===== src/rtl/mpws_pkg.sv =====
`timescale 1ns / 1ps

package mpws_pkg;

	localparam int SAMPLE_W  = 16;
	localparam int CFG_W     = 8;
	localparam int CFG_IDX_W = 1;
	localparam int MIN_SUM_W = 23;
	localparam int SUM_SAT   = 4194303;

	localparam logic [CFG_IDX_W-1:0] REG_MIN_LEN = 1'b0;
	localparam logic [CFG_IDX_W-1:0] REG_MAX_LEN = 1'b1;

	localparam logic [CFG_W-1:0] MIN_LEN_RST = 8'd1;
	localparam logic [CFG_W-1:0] MAX_LEN_RST = 8'd128;

	// per-cycle control broadcast to every cell
	typedef struct packed {
		logic load;
		logic last;
		logic shift;
	} cell_ctrl_t;

	// drain status from the tail reducer
	typedef struct packed {
		logic busy;
		logic shift;
	} drain_t;

endpackage


===== src/rtl/mpws_cell.sv =====
`timescale 1ns / 1ps

module mpws_cell #(
	parameter int MAX_WINDOW = 128,
	parameter int LEN        = 1
) (
	input  logic                                 clk,
	input  logic                                 arst_n,
	input  mpws_pkg::cell_ctrl_t                 ctrl,
	input  logic signed [mpws_pkg::SAMPLE_W-1:0] sample,
	input  logic [mpws_pkg::CFG_W-1:0]           min_len,
	input  logic [mpws_pkg::CFG_W-1:0]           max_len,
	input  logic signed [mpws_pkg::SAMPLE_W+$clog2(MAX_WINDOW)-1:0] prev_sum,
	input  logic                                 prev_valid,
	input  logic signed [mpws_pkg::SAMPLE_W+$clog2(MAX_WINDOW)-1:0] prev_best,
	input  logic                                 prev_have,
	output logic signed [mpws_pkg::SAMPLE_W+$clog2(MAX_WINDOW)-1:0] sum,
	output logic                                 valid,
	output logic signed [mpws_pkg::SAMPLE_W+$clog2(MAX_WINDOW)-1:0] best,
	output logic                                 have
);

	localparam int SUM_W = mpws_pkg::SAMPLE_W + $clog2(MAX_WINDOW);
	localparam int LEN_W = $clog2(MAX_WINDOW + 1);
	localparam int CMP_W = (LEN_W > mpws_pkg::CFG_W) ? LEN_W : mpws_pkg::CFG_W;
	localparam logic [CMP_W-1:0] LEN_C = CMP_W'(LEN);

	logic signed [SUM_W-1:0] sum_q;
	logic signed [SUM_W-1:0] best_q;
	logic                    valid_q;
	logic                    have_q;

	logic signed [SUM_W-1:0] new_sum;
	logic [CMP_W-1:0]        lo;
	logic [CMP_W-1:0]        hi;
	logic                    in_range;
	logic                    better;

	assign new_sum  = prev_sum + SUM_W'(sample);
	assign lo       = (min_len == '0) ? CMP_W'(1) : CMP_W'(min_len);
	assign hi       = CMP_W'(max_len);
	assign in_range = (LEN_C >= lo) && (LEN_C <= hi);
	assign better   = prev_valid && in_range && (new_sum > 0) &&
		(!have_q || (new_sum < best_q));

	always_ff @(posedge clk or negedge arst_n) begin
		if (!arst_n) begin
			valid_q <= 1'b0;
			have_q  <= 1'b0;
		end else if (ctrl.load) begin
			valid_q <= ctrl.last ? 1'b0 : prev_valid;
			if (better)
				have_q <= 1'b1;
		end else if (ctrl.shift) begin
			have_q <= prev_have;
		end
	end

	always_ff @(posedge clk) begin
		if (ctrl.load) begin
			sum_q <= new_sum;
			if (better)
				best_q <= new_sum;
		end else if (ctrl.shift) begin
			best_q <= prev_best;
		end
	end

	assign sum   = sum_q;
	assign valid = valid_q;
	assign best  = best_q;
	assign have  = have_q;

endmodule


===== config.mk =====
export PLATFORM = sky130hd
export DESIGN_NAME = mpws_cell
export DESIGN_NICKNAME = d
export VERILOG_FILES = /design/src/rtl/mpws_pkg.sv /design/src/rtl/mpws_cell.sv
export SDC_FILE = /design/constraint.sdc
export NUM_CORES = 1
export LEC_CHECK = 0
export BUFFER_PORTS_ARGS = -buffer_cell sky130_fd_sc_hd__clkbuf_2
export CAP_MARGIN = 20
export CORE_ASPECT_RATIO = 0.75
export CORE_MARGIN = 5
export CORE_UTILIZATION = 50
export CTS_CLUSTER_SIZE = 40
export DETAILED_ROUTE_END_ITERATION = 10
export GPL_ROUTABILITY_DRIVEN = 0
export PLACE_DENSITY_LB_ADDON = 0.12
export RECOVER_POWER = 100
export SYNTH_ARGS = -nofsm -noshare
export SYNTH_HDL_FRONTEND = slang
export SYNTH_SLANG_ARGS = --single-unit
export TNS_END_PERCENT = 50

===== constraint.sdc =====
create_clock -name clk -period 5.8 [get_ports clk]
set_input_delay 0.87 -clock clk [delete_from_list [all_inputs] [get_ports clk]]
set_output_delay 0.87 -clock clk [all_outputs]
set_load 0.05 [all_outputs]

; After elaboration in Yosys (flattened, before gate mapping)
; Index checks and enable logic that the tools add are counted.
[classes]
add_sub_neg = 1
mul = 0
div_mod_pow = 0
n_lt_le_gt_ge = 4
eq_ne = 1
n_shift = 0
mux = 8
bitwise_logic = 0
reduce_logical = 9
[ops]
columns = cell, n
row1 = $mux W23, 3
row2 = $add A23 B16 Y23, 1
row3 = $gt A23 B1 Y1 const B, 1
row4 = $lt A23 B23 Y1, 1
row5 = $ge A1 B8 Y1 const A, 1
row6 = $le A1 B8 Y1 const A, 1
row7 = $logic_not A8 Y1, 1
row8 = $mux W8, 1
row9 = $logic_and A1 B1 Y1, 4
row10 = $mux W1, 4
row11 = $ne A2 B1 Y1 const B, 1
row12 = $reduce_and A2 Y1, 1
row13 = $reduce_bool A2 Y1, 1
row14 = $logic_not A1 Y1, 1
row15 = $logic_or A1 B1 Y1, 1
[word_totals]
ff_bits = 48
latchBits = 0
mem_bits_rw = 0
romBits = 0
in_bits = 85
out_inout_bits = 48
word_cells = 27
memories = 0

; Longest topological paths before layout
[logic_depth]
word_depth = 9
depth_mapped = 16
mapped_depth_nobuf = 16

; Least setup slack after synthesis
; No wires, ideal clock.
[synth_path]
path_type = input port to flip-flop
startpoint = input sample[0] in the netlist's numbering
endpoint = register best_q[0], in the netlist best[0] (enable)
setup_ps = 440
arrival_ps = 5626
t_required_ps = 5360
setup_slack_ps = -266
stages = 16
n_path_buf = 0
cell_sequence = ha_1 -> fa_1 -> a211oi_2 -> o211ai_1 -> nand2_1 -> nand2_1 -> xor2_1 -> ha_1 -> a211o_1 -> a21oi_1 -> o21ai_1 -> a221oi_1 -> o41ai_1 -> a31oi_1 -> a211oi_1 -> o32ai_1
[synth_via]
elab_chain_cells = 6
[synth_rtl]
columns = item, line
row1 = from (decl), mpws_cell.sv:10  ; input logic signed [mpws_pkg::SAMPLE_W-1:0] sample,
row2 = $add A23 B16 Y23 *, mpws_cell.sv:39  ; assign new_sum = prev_sum + SUM_W'(sample);
row3 = named net new_sum[10], mpws_cell.sv:33  ; logic signed [SUM_W-1:0] new_sum;
row4 = $gt A23 B1 Y1 or $lt A23 B23 Y1 (tied branches), "mpws_cell.sv:43, mpws_cell.sv:44"
row5 = $logic_and A1 B1 Y1 or $logic_or A1 B1 Y1 (tied branches), "mpws_cell.sv:43, mpws_cell.sv:44"
row6 = $logic_and A1 B1 Y1 *, mpws_cell.sv:43  ; assign better = prev_valid && in_range && (new_sum > 0) &&
row7 = $ne A2 B1 Y1 (no line) *, --
row8 = $reduce_and A2 Y1 (no line) *, --
row9 = to (signal assigned), mpws_cell.sv:63  ; best_q <= new_sum;
row10 = to (signal assigned), mpws_cell.sv:65  ; best_q <= prev_best;
row11 = to (decl), mpws_cell.sv:29  ; logic signed [SUM_W-1:0] best_q;
; The timed path passes the listed nets; every way through them passes the cells marked *.
; A chain may end at the register's enable or synchronous reset.

; Final worst setup path
[layout_path]
startpoint = input sample[0] in the netlist's numbering
endpoint = register best_q[11], in the netlist best[11] (enable)
[layout_via]
elab_chain_cells = 6
[layout_rtl]
columns = item, line
row1 = $add A23 B16 Y23 *, mpws_cell.sv:39
row2 = $gt A23 B1 Y1 or $lt A23 B23 Y1 (tied branches), "mpws_cell.sv:43, mpws_cell.sv:44"
row3 = $logic_and A1 B1 Y1 or $logic_or A1 B1 Y1 (tied branches), "mpws_cell.sv:43, mpws_cell.sv:44"
row4 = $logic_and A1 B1 Y1 *, mpws_cell.sv:43
row5 = $ne A2 B1 Y1 (no line) *, --
row6 = $reduce_and A2 Y1 (no line) *, --
; Every way passes the cells marked *; elsewhere a longest branch is shown, timed or not.

==> results.cfg <==
[critical_path]
cp-end-kind = flop
path_class = input port to flop
reg2regPathDepth = 11
worstSetupStartpointType = input port
cp_max_fo = 10
crit_arrival_ns = 5.31
required_ns = 5.86

[sta]
hold_viol = 0
fin_crit_sh_pct = 90.5
fin_skew_ns = 0.00740
rsz0062_at_grt = no
max_slew_margin_pct = -77.0
fin_ws_ns = 0.551
setup_viol_count_final = 0
fmax_mhz = 191
period_minus_slack_ns = 5.25
tightestPinTransition_ns = 2.66
tns_ns = 0
finalMaxSlewViolations = 52
whs_ns = 0.335

[yosys]
ys_async_sr_fraction_pct = 4.17
synthMuxAreaShare_pct = 6.76
yosys_most_used_dff = edfxtp_1
syn_nets = 479
synth_top_family_by_area = compound AO/OA/AOI/OAI gates
netlist_area_um2 = 3630
synth_simple_gate_area_share_pct = 10.2
synth_cell_types = 57
synth-compound-area-share_pct = 20.4
synth-edff-count = 46
synthCells = 350
yosysSeqAreaShare_pct = 39.5
synth-xor-area-share_pct = 3.86
ys_warn_count = 0
ys_ff_latch = 48
avgSynthCellArea_um2 = 10.4
synth_adder_area_share_pct = 15.4

[clock_tree]
clkLatencyLatePin_ns = 0.30
cts_sinks = 48
clock_path_buffers = 2
path_clk_slew_ns = 0.09
cts_resized = 0
hold_buffers = 0
cts_tree = yes
cts_root_buf = clkbuf_8
post_cts_buffers = 0
numCtsBuffers = 5
h-tree-depth = 2

[grt]
grt_pass1_wl_um = 14700
track_usage_pct = 20.1
antenna_found_initial = 0
grt_pass1_vias = 3091
gr-total-overflow = 0
grt_max_degree = 52

[power_and_ir_drop]
combPwrFrac_pct = 43.4
internal_power_mw = 0.739
p_clk_share_pct = 19.7
p_leak_nw = 1.98
vdd_drop_max_mv = 0.125
power_mw = 1.24
powerDensity_nw_per_um2 = 278
switching_share_pct = 40.3
power_frac_seq_pct = 36.9
p_sw_mw = 0.498

[die]
fp.dieW_um = 108
rows = 26
die_area_um2 = 9080
io_pins = 133
die_y_um = 83.8
core_area_um2 = 6930
start_util_pct = 52.3

[placement]
port_buffers = 131
dp_slack_ns = 0.596
hpwlAfterDp_um = 7550

[min_path]
hp-class = input port to async pin

[run_status]
status = finished with violations
violations = capacitance limit, slew limit

[drt]
vias_per_cell = 5.50
wl_um = 9340
drc = 0
drtPass1Iterations = 4
first_iter_violations = 251
wire_per_inst_um = 16.0
vias = 3217
drtAntennaViolNets = 0

[layout]
drive_above_1_share_pct = 22.8
diodes = 0
area_growth_syn_to_layout_pct = 22.7
final_nets = 615

[job]
drv_cap = 1
per-stage QoR:
stage                     cell area, um2  cells  utilization, %
after global routing                4450    585            64.2
after detailed placement            4440    577            64.1
after CTS                           4550    585            65.7
after floorplan                     3630    350               -
final                               4450    585            64.2
after global placement              4440    577            64.1
cell usage after synthesis (all sizes together), types with 2 or more instances:
cell / number / area, um2
a2111oi: 3 / 26.3
a211o: 2 / 17.5
a211oi: 10 / 80.1
a21o: 17 / 128
a21oi: 24 / 120
a221oi: 2 / 17.5
a311oi: 3 / 26.3
a31oi: 4 / 25.0
and3: 4 / 25.0
clkbuf: 9 / 33.8
dfrtp: 2 / 50.1
edfxtp: 46 / 1380
ha: 43 / 538
inv: 28 / 105
mux2: 20 / 225
mux2i: 2 / 20.0
nand2: 20 / 75.1
nand3: 6 / 30.0
nor2: 24 / 90.1
nor3: 3 / 15.0
nor4: 5 / 37.5
nor4b: 2 / 17.5
o211ai: 3 / 22.5
o21a: 2 / 15.0
o21ai: 21 / 105
o41ai: 3 / 33.8
or3: 2 / 12.5
xnor2: 11 / 96.3
xor2: 5 / 43.8
placed cells by master, fill, tap and decap left out, types with 3 or more instances in the layout:
| cell | instances |
|---|---|
| nor2_1 | 24 |
| a31oi_1 | 4 |
| ha_1 | 43 |
| o41ai_1 | 3 |
| xnor2_1 | 11 |
| and3_1 | 4 |
| o21ai_0 | 16 |
| nor4_1 | 5 |
| o211ai_1 | 3 |
| a21oi_1 | 24 |
| clkbuf_2 | 79 |
| nand2_1 | 20 |
| a311oi_1 | 3 |
| edfxtp_1 | 46 |
| nand3_1 | 6 |
| xor2_1 | 5 |
| clkbuf_8 | 5 |
| inv_1 | 28 |
| a2111oi_0 | 3 |
| a211oi_1 | 10 |
| nor3_1 | 3 |
| clkbuf_1 | 57 |
| o21ai_1 | 5 |
| a21o_1 | 17 |
| mux2_2 | 20 |
per-layer routing:
layer	part of all wire (%)	vias to the layer above	GRT usage [%]
met5	0	-	0
met4	0.70	0	3.90
met3	7.0	4	3.63
met2	44	101	31.4
met1	49	1499	29.3
li1	-	1613	-
final timing paths:
path	slack [ns]	start	end
hold reg to reg	0.49	valid$_DFFE_PN0P_	valid$_DFFE_PN0P_
setup reg to reg	2.80	best[10]$_DFFE_PP_	best[11]$_DFFE_PP_
hold / removal	0.34	arst_n	valid$_DFFE_PN0P_
max in group asynchronous	5.34	arst_n	have$_DFFE_PN0P_
min in group clk	0.49	valid$_DFFE_PN0P_	valid$_DFFE_PN0P_
setup / recovery	0.55	sample[0]	best[11]$_DFFE_PP_
kinds of logic after synthesis:
family                   Yosys count
AO/OA/AOI/OAI                    107
AND/OR/NAND/NOR                   75
flip-flops                        48
adder cells (fa/ha/maj)           44
buffers and inverters             38
multiplexers                      22
XOR/XNOR                          16
registers in the layout, indices dropped and copies added, names as in the netlist:
register / cells
sum: 23
valid: 1
have: 1
best: 23
layout make-up:
class,instances,area (um2)
Clock inverter,3,42.5
Clock buffer,5,68.8
Timing Repair Buffer,138,624
Sequential cell,48,1430
Multi-Input combinational cell,264,2050
Tap cell,98,123
Inverter,29,109
Fill cell,617,2480
worst max-delay path, stage by stage:
cell and delay [ns]:
clkbuf_2 0.08, ha_1 0.23, fa_1 0.44, a211oi_1 0.48, o21bai_1 0.19, a211o_1 0.34
a2111oi_0 0.43, or4b_4 0.51, nor4_1 0.29, nand4b_1 0.15, o41ai_1 0.74, o32ai_4 0.21
buf_4 0.35
power groups by stage:
stage          Combinational (mW)  Clock [mW]  Sequential (mW)
2_1_floorplan               0.250           0            0.612
3_3_place_gp                0.540           0            0.463
3_5_place_dp                0.552           0            0.464
4_1_cts                     0.554       0.244            0.456
5_1_grt                     0.588       0.263            0.461
6_report                    0.537       0.244            0.456
Note: power is estimated with default switching activity, not from simulation.
