### src/rtl/mpws_pkg.sv
`timescale 1ns / 1ps

package mpws_pkg;

	localparam int SAMPLE_W  = 16;
	localparam int CFG_W     = 8;
	localparam int CFG_IDX_W = 1;
	localparam int MIN_SUM_W = 23;
	localparam int SUM_SAT   = 4194303;

	localparam logic [CFG_IDX_W-1:0] REG_MIN_LEN = 1'b0;
	localparam logic [CFG_IDX_W-1:0] REG_MAX_LEN = 1'b1;

	localparam logic [CFG_W-1:0] MIN_LEN_RST = 8'd1;
	localparam logic [CFG_W-1:0] MAX_LEN_RST = 8'd128;

	// per-cycle control broadcast to every cell
	typedef struct packed {
		logic load;
		logic last;
		logic shift;
	} cell_ctrl_t;

	// drain status from the tail reducer
	typedef struct packed {
		logic busy;
		logic shift;
	} drain_t;

endpackage

### src/rtl/mpws_channels.sv


interface mpws_out_if;
	logic                                  valid;
	logic                                  ready;
	logic signed [mpws_pkg::MIN_SUM_W-1:0] min_sum;
	logic                                  found;

	modport source (output valid, min_sum, found, input ready);
	modport sink (input valid, min_sum, found, output ready);
endinterface

### src/rtl/mpws_reduce.sv
`timescale 1ns / 1ps

module mpws_reduce #(
	parameter int MAX_WINDOW = 128
) (
	input  logic                    clk,
	input  logic                    arst_n,
	input  logic                    start,
	input  logic signed [mpws_pkg::SAMPLE_W+$clog2(MAX_WINDOW)-1:0] tail_best,
	input  logic                    tail_have,
	output mpws_pkg::drain_t        drain,
	mpws_out_if.source              results
);

	localparam int SUM_W = mpws_pkg::SAMPLE_W + $clog2(MAX_WINDOW);
	localparam int CNT_W = $clog2(MAX_WINDOW + 1);
	localparam int EXT_W = (SUM_W > mpws_pkg::MIN_SUM_W) ? SUM_W : mpws_pkg::MIN_SUM_W + 1;
	localparam logic [CNT_W-1:0] CNT_END = CNT_W'(MAX_WINDOW);
	localparam logic signed [EXT_W-1:0] SAT = EXT_W'(mpws_pkg::SUM_SAT);

	logic [CNT_W-1:0]        cnt_q;
	logic                    busy_q;
	logic signed [SUM_W-1:0] acc_q;
	logic                    acc_have_q;
	logic                    out_valid_q;
	logic signed [mpws_pkg::MIN_SUM_W-1:0] min_sum_q;
	logic                    found_q;

	logic                    shift;
	logic                    finish;
	logic                    take;
	logic signed [EXT_W-1:0] acc_ext;
	logic signed [mpws_pkg::MIN_SUM_W-1:0] sat_sum;

	assign shift   = busy_q && (cnt_q != CNT_END);
	assign finish  = busy_q && !shift && (!out_valid_q || results.ready);
	assign take    = tail_have && (!acc_have_q || (tail_best < acc_q));
	assign acc_ext = EXT_W'(acc_q);
	assign sat_sum = (acc_ext > SAT) ? mpws_pkg::MIN_SUM_W'(mpws_pkg::SUM_SAT) :
		acc_ext[mpws_pkg::MIN_SUM_W-1:0];

	always_ff @(posedge clk or negedge arst_n) begin
		if (!arst_n) begin
			busy_q      <= 1'b0;
			cnt_q       <= '0;
			acc_have_q  <= 1'b0;
			out_valid_q <= 1'b0;
		end else begin
			if (finish)
				out_valid_q <= 1'b1;
			else if (results.valid && results.ready)
				out_valid_q <= 1'b0;
			if (start) begin
				busy_q     <= 1'b1;
				cnt_q      <= '0;
				acc_have_q <= 1'b0;
			end else if (shift) begin
				cnt_q <= cnt_q + CNT_W'(1);
				if (take)
					acc_have_q <= 1'b1;
			end else if (finish) begin
				busy_q <= 1'b0;
			end
		end
	end

	always_ff @(posedge clk) begin
		if (shift && take)
			acc_q <= tail_best;
		if (finish) begin
			min_sum_q <= acc_have_q ? sat_sum : '1;
			found_q   <= acc_have_q;
		end
	end

	assign drain.busy      = busy_q;
	assign drain.shift     = shift;
	assign results.valid   = out_valid_q;
	assign results.min_sum = min_sum_q;
	assign results.found   = found_q;

endmodule

### src/flat_wrapper.sv
// flat-port wrapper written by rule: the top's interface ports become plain ports
module mpws_reduce_flat 
#(
	parameter int MAX_WINDOW = 128
)
  (clk, arst_n, start, tail_best, tail_have, drain, results_valid, results_min_sum, results_found, results_ready);
  mpws_out_if results_i ();
  input  logic clk;
  input  logic arst_n;
  input  logic start;
  input  logic signed [mpws_pkg::SAMPLE_W+$clog2(MAX_WINDOW)-1:0] tail_best;
  input  logic tail_have;
  output mpws_pkg::drain_t drain;
  output wire logic [$bits(results_i.valid)-1:0] results_valid;
  output wire logic [$bits(results_i.min_sum)-1:0] results_min_sum;
  output wire logic [$bits(results_i.found)-1:0] results_found;
  input wire logic [$bits(results_i.ready)-1:0] results_ready;
  assign results_valid = results_i.valid;
  assign results_min_sum = results_i.min_sum;
  assign results_found = results_i.found;
  assign results_i.ready = results_ready;
  mpws_reduce #(.MAX_WINDOW(MAX_WINDOW)) u_core (.clk(clk), .arst_n(arst_n), .start(start), .tail_best(tail_best), .tail_have(tail_have), .drain(drain), .results(results_i));
endmodule
### config.mk
export PLATFORM = sky130hd
export DESIGN_NAME = mpws_reduce_flat
export DESIGN_NICKNAME = d
export VERILOG_FILES = /design/src/rtl/mpws_pkg.sv /design/src/rtl/mpws_channels.sv /design/src/rtl/mpws_reduce.sv /design/src/flat_wrapper.sv
export SDC_FILE = /design/constraint.sdc
export NUM_CORES = 1
export LEC_CHECK = 0
export ABC_AREA = 1
export BUFFER_PORTS_ARGS = -buffer_cell sky130_fd_sc_hd__buf_2
export CAP_MARGIN = 15
export CORE_ASPECT_RATIO = 0.9
export CORE_MARGIN = 4
export CORE_UTILIZATION = 55
export CTS_BUF_LIST = sky130_fd_sc_hd__clkbuf_8
export CTS_CLUSTER_DIAMETER = 30
export CTS_CLUSTER_SIZE = 25
export DETAILED_ROUTE_END_ITERATION = 8
export PLACE_DENSITY = 0.82
export SLEW_MARGIN = 20
export SYNTH_ARGS = -nofsm -noshare
export SYNTH_HDL_FRONTEND = slang
export SYNTH_SLANG_ARGS = --single-unit
### constraint.sdc
create_clock -name clk -period 3.6 [get_ports clk]
set_clock_uncertainty 0.05 [all_clocks]
set_input_delay 0.72 -clock clk [delete_from_list [all_inputs] [get_ports clk]]
set_output_delay 0.72 -clock clk [all_outputs]
set_load 0.02 [all_outputs]
[After elaboration in Yosys (flattened, before gate mapping)]
Index checks and enable logic that the tools add are counted.
Storage, ports and cells
  flip-flop bits (word level): 58
  output and inout bits: 27
Operators by class
  $add $sub $neg: 1
  magnitude comparators: 2
  eq/ne operators: 2
  mux-type cells: 11
  bitwise gates (word level): 1
  reductions and logical operators: 18
Operators with widths (count)
  $gt A23 B23 Y1 const B: 1
  $lt A23 B23 Y1: 1
  $mux W23: 1
  $mux W8: 2
  $add A8 B1 Y8 const B: 1
  $mux W1: 8
  $ne A8 B8 Y1 const B: 1
  $reduce_bool A2 Y1: 4
  $logic_and A1 B1 Y1: 6
  $reduce_and A2 Y1: 2
  $logic_not A1 Y1: 3
  $logic_or A1 B1 Y1: 2
  $ne A2 B2 Y1 const B: 1
  $reduce_or A2 Y1: 1
  $not A1 Y1: 1

[Logic depth before layout (Yosys ltp)]
  word-level depth: 8
  mapped depth: 14
  depth with buffers taken out: 14

[Worst setup path before layout]
No wires, ideal clock.
  path kind: input -> register
  start: input port tail_best[22] (netlist bit)
  end: register u_core.acc_q[0], enable pin
  arrival: 2.127 ns
  data required time: 3.172 ns
  path slack: 1.045 ns
  cell stages on the path: 11
  path buffers: 0
  cell sequence: ha_1 -> nand2_1 -> nor2_1 -> nand2_1 -> nor2_1 -> nand2_1 -> nand3_1 -> nand2_1 -> nand3_1 -> nand2_1 -> inv_1
Between the ends
  longest elaborated chain between the ends: 4
Ends and longest elaborated chain
  start, declared: line flat_wrapper.sv:11  | input logic signed [mpws_pkg::SAMPLE_W+$clog2(MAX_WINDOW)-1:0] tail_best;
  $lt A23 B23 Y1: line mpws_reduce.sv:37  | assign take = tail_have && (!acc_have_q || (tail_best < acc_q));
  $logic_or A1 B1 Y1: line mpws_reduce.sv:37
  $logic_and A1 B1 Y1: line mpws_reduce.sv:37
  $logic_and A1 B1 Y1: line mpws_reduce.sv:68  | if (shift && take)
  end signal, assigned: line mpws_reduce.sv:69  | acc_q <= tail_best;
  end, declared: line mpws_reduce.sv:23  | logic signed [SUM_W-1:0] acc_q;
Every way passes these cells.
A chain may end at the register's enable or synchronous reset.

[Worst setup path after layout]
  start: input port tail_best[22] (netlist bit)
  end: register u_core.acc_q[7], enable pin
The elaborated chain is that of the path after synthesis.

==> flow_metrics.env <==
export IMPL_status="completed"
export IMPL_setup_viol=0
export IMPL_critPathKind="input pin to flop"
export IMPL_whs_ns=0.200
export IMPL_setup_tns_ns=0
export IMPL_seq_area_frac_synth_pct=60.9
export IMPL_final_cells=392
export IMPL_clock_path_buffers=2
export IMPL_seqCellArea_sq_um=1690
export IMPL_synthCells=261
export IMPL_gr_total_overflow=0
export IMPL_final_period_utilization_pct=68.1
export IMPL_grt_pass1_vias=1892
export IMPL_vias=1912
export IMPL_drive_gt1_share_pct=22.0
export IMPL_num_antenna_cells=0
export IMPL_dp_cells=377
export IMPL_syn_area_sq_um=2770
export IMPL_core_area_sq_um=4860
export IMPL_hold_buffers=0
export IMPL_timing_max_cap_violations=0
export IMPL_rows=24
export IMPL_max_vdd_ir_drop_mv=0.235
export IMPL_multi_input_area_sq_um=868
export IMPL_die_width_um=82.8
export IMPL_powerDensity_nw_per_um2=438
export IMPL_clock_latency_ns=0.33
export IMPL_worstHoldPathType="input pin to async pin"
export IMPL_cts_root_buf="clkbuf_8"
export IMPL_clkTransAtPathRegs_ns=0.07
export IMPL_start_kind="input pin"
export IMPL_grt_max_degree=27
export IMPL_drtIter0Drc=144
export IMPL_syn_area_per_cell_sq_um=10.6
export IMPL_end_kind="flop"
export IMPL_synthXorXnorAreaFrac_pct=0.949
export IMPL_nFillCells=368
export IMPL_drt_total_wl_um=5000
export IMPL_antenna_found_initial=0
export IMPL_arrival_ns=2.41
export IMPL_worst_slew_pin_slew_ns=0.806
export IMPL_grt_pass1_wl_um=8350
export IMPL_drc=0
export IMPL_synth_fa_ha_area_share_pct=10.8
export IMPL_postCtsResizedCells=0
export IMPL_start_util_pct=56.9
export IMPL_ys_seq_elements=58
export IMPL_cts_tree="yes"
export IMPL_max_freq_mhz=408
export IMPL_syn_to_final_growth_pct=18.7
export IMPL_grt_total_usage_pct=18.4
export IMPL_maxSlewHeadroom_pct=46.3
export IMPL_synth_compound_area_share_pct=4.84
export IMPL_cts_buffers=9
export IMPL_cts_htree_levels=3
export IMPL_finalHoldViolCount=0
export IMPL_cts_setup_buffers=0
export IMPL_portBuffers=54
export IMPL_finalPower_w=0.00144
export IMPL_synth_top_family_by_area="simple AND/OR/NAND/NOR gates"
export IMPL_ioPinCount=55
export IMPL_fin_crit_ns=2.45
export IMPL_drtAntennaViolNets=0
export IMPL_clock_sinks=58
export IMPL_yosys_area_share_simple_pct=14.6
export IMPL_place_hpwl_um=3710
export IMPL_crit_path_max_fanout=19
export IMPL_drv_slew=0
export IMPL_nNetsFinal=375
export IMPL_vias_per_cell=4.88
export IMPL_die_area_sq_um=6230
export IMPL_drt_wirelength_per_cell_um=12.7
export IMPL_rsz0062_at_grt="no"
export IMPL_synth_area_mux_share_pct=0
export IMPL_syn_nets=313
export IMPL_die_y_um=75.3
export IMPL_leakage_nw=1.58
export IMPL_dr_pass1_iters=4
export IMPL_crit_required_ns=3.56
export IMPL_ys_warnings_count=0
export IMPL_routabilityCongestion=0.829
export IMPL_synth_cell_types=23
stage by stage:
stage,setup slack (ns),utilization [%],instance area (sq um)
floorplan,1.04,-,2770
global placement,0.939,63.9,3110
detailed placement,0.854,63.9,3110
CTS,1.17,67.5,3280
global route,1.03,67.5,3280
finish,1.15,67.5,3280
worst paths after layout:
kind / startpoint / slack (ns) / depth (start not counted) / to
max in group asynchronous: arst_n / 3.08 / 1 / u_core.busy_q
worst min register to register: u_core.acc_q[7] / 0.47 / 2 / u_core.results.min_sum[7]
min in group clk: u_core.acc_q[7] / 0.47 / 2 / u_core.results.min_sum[7]
worst min-delay path: arst_n / 0.20 / 1 / u_core.cnt_q[4]
worst max-delay path: tail_best[22] / 1.15 / 13 / u_core.acc_q[7]
worst max register to register: u_core.acc_q[22] / 1.28 / 13 / u_core.acc_q[7]
state kept, by name (all words and copies together), names as in the netlist:
register and flops:
u_core.acc_have_q 1, u_core.acc_q 23, u_core.busy_q 1, u_core.cnt_q 8, u_core.results.found 1, u_core.results.min_sum 23
u_core.results.valid 1
synth_stat cells:
| cell type | instances | area (sq um) |
|---|---|---|
| or2_1 | 1 | 6.26 |
| xor2_1 | 3 | 26.3 |
| a21oi_1 | 10 | 50.1 |
| nor2_4 | 1 | 11.3 |
| a211oi_2 | 1 | 12.5 |
| inv_1 | 48 | 180 |
| o31ai_1 | 3 | 22.5 |
| o21ai_0 | 4 | 20.0 |
| nor2_1 | 15 | 56.3 |
| o21ai_1 | 1 | 5.00 |
| a41oi_1 | 1 | 8.76 |
| buf_4 | 2 | 15.0 |
| ha_1 | 24 | 300 |
| edfxtp_1 | 47 | 1410 |
| clkbuf_1 | 3 | 11.3 |
| nor3_2 | 1 | 10.0 |
| clkinv_4 | 1 | 8.76 |
| nand3_1 | 5 | 25.0 |
| nand4_1 | 3 | 18.8 |
| o21a_1 | 1 | 7.51 |
| nand2_1 | 74 | 278 |
| dfrtp_1 | 11 | 275 |
| a21o_1 | 1 | 7.51 |
routing by layer:
| layer | track usage [%] | share of wire (%) | vias up | routed length (um) |
|---|---|---|---|---|
| li1 | - | - | 971 | - |
| met1 | 21.9 | 42 | 874 | 2080 |
| met2 | 31.0 | 51 | 63 | 2530 |
| met3 | 6.50 | 6.9 | 4 | 344 |
| met4 | 6.72 | 0.80 | 0 | 40 |
| met5 | 0 | 0 | - | 0 |
critical path: stages:
cell	delay [ns]
buf_2	0.11
ha_1	0.35
nand2_1	0.09
nor2_1	0.15
nand2_1	0.08
nor2_1	0.10
nand2_1	0.07
nand3_1	0.09
nand2_1	0.06
nand3_1	0.06
nand2_1	0.06
inv_1	0.15
buf_4	0.31
final cells by class:
class | instances | share of cell area (%)
flip-flops and latches | 58 | 51.4
well taps | 65 | 2.48
inverters | 49 | 5.75
clock inverters | 6 | 1.52
multi-input cells | 149 | 26.4
repair buffers | 56 | 8.69
clock buffers | 9 | 3.77
placed cells by master, fill, tap and decap left out, types with 2 or more instances in the layout:
cell type	Yosys	routed
inv_1	48	49
nand4_1	3	3
nand3_1	5	5
nor2_1	15	14
edfxtp_1	47	47
xor2_1	3	3
a21oi_1	10	10
dfrtp_1	11	11
buf_4	2	2
buf_2	0	54
nand2_1	74	74
o21ai_0	4	4
ha_1	24	24
clkinv_1	0	3
o31ai_1	3	3
clkbuf_8	0	9
report_power, final:
part,internal (W),switching (W)
registers,0.000755,0.0000132
logic,0.0000535,0.0000840
clock network,0.000304,0.000228
cells by family (layout without fill, tap and decap cells):
family,Yosys count,in the layout
compound gates,22,22
simple gates,100,100
fa+ha+maj,24,24
flops,58,58
xor+xnor,3,3
buf+inv,54,120
Power figures use the tool's default switching activity.
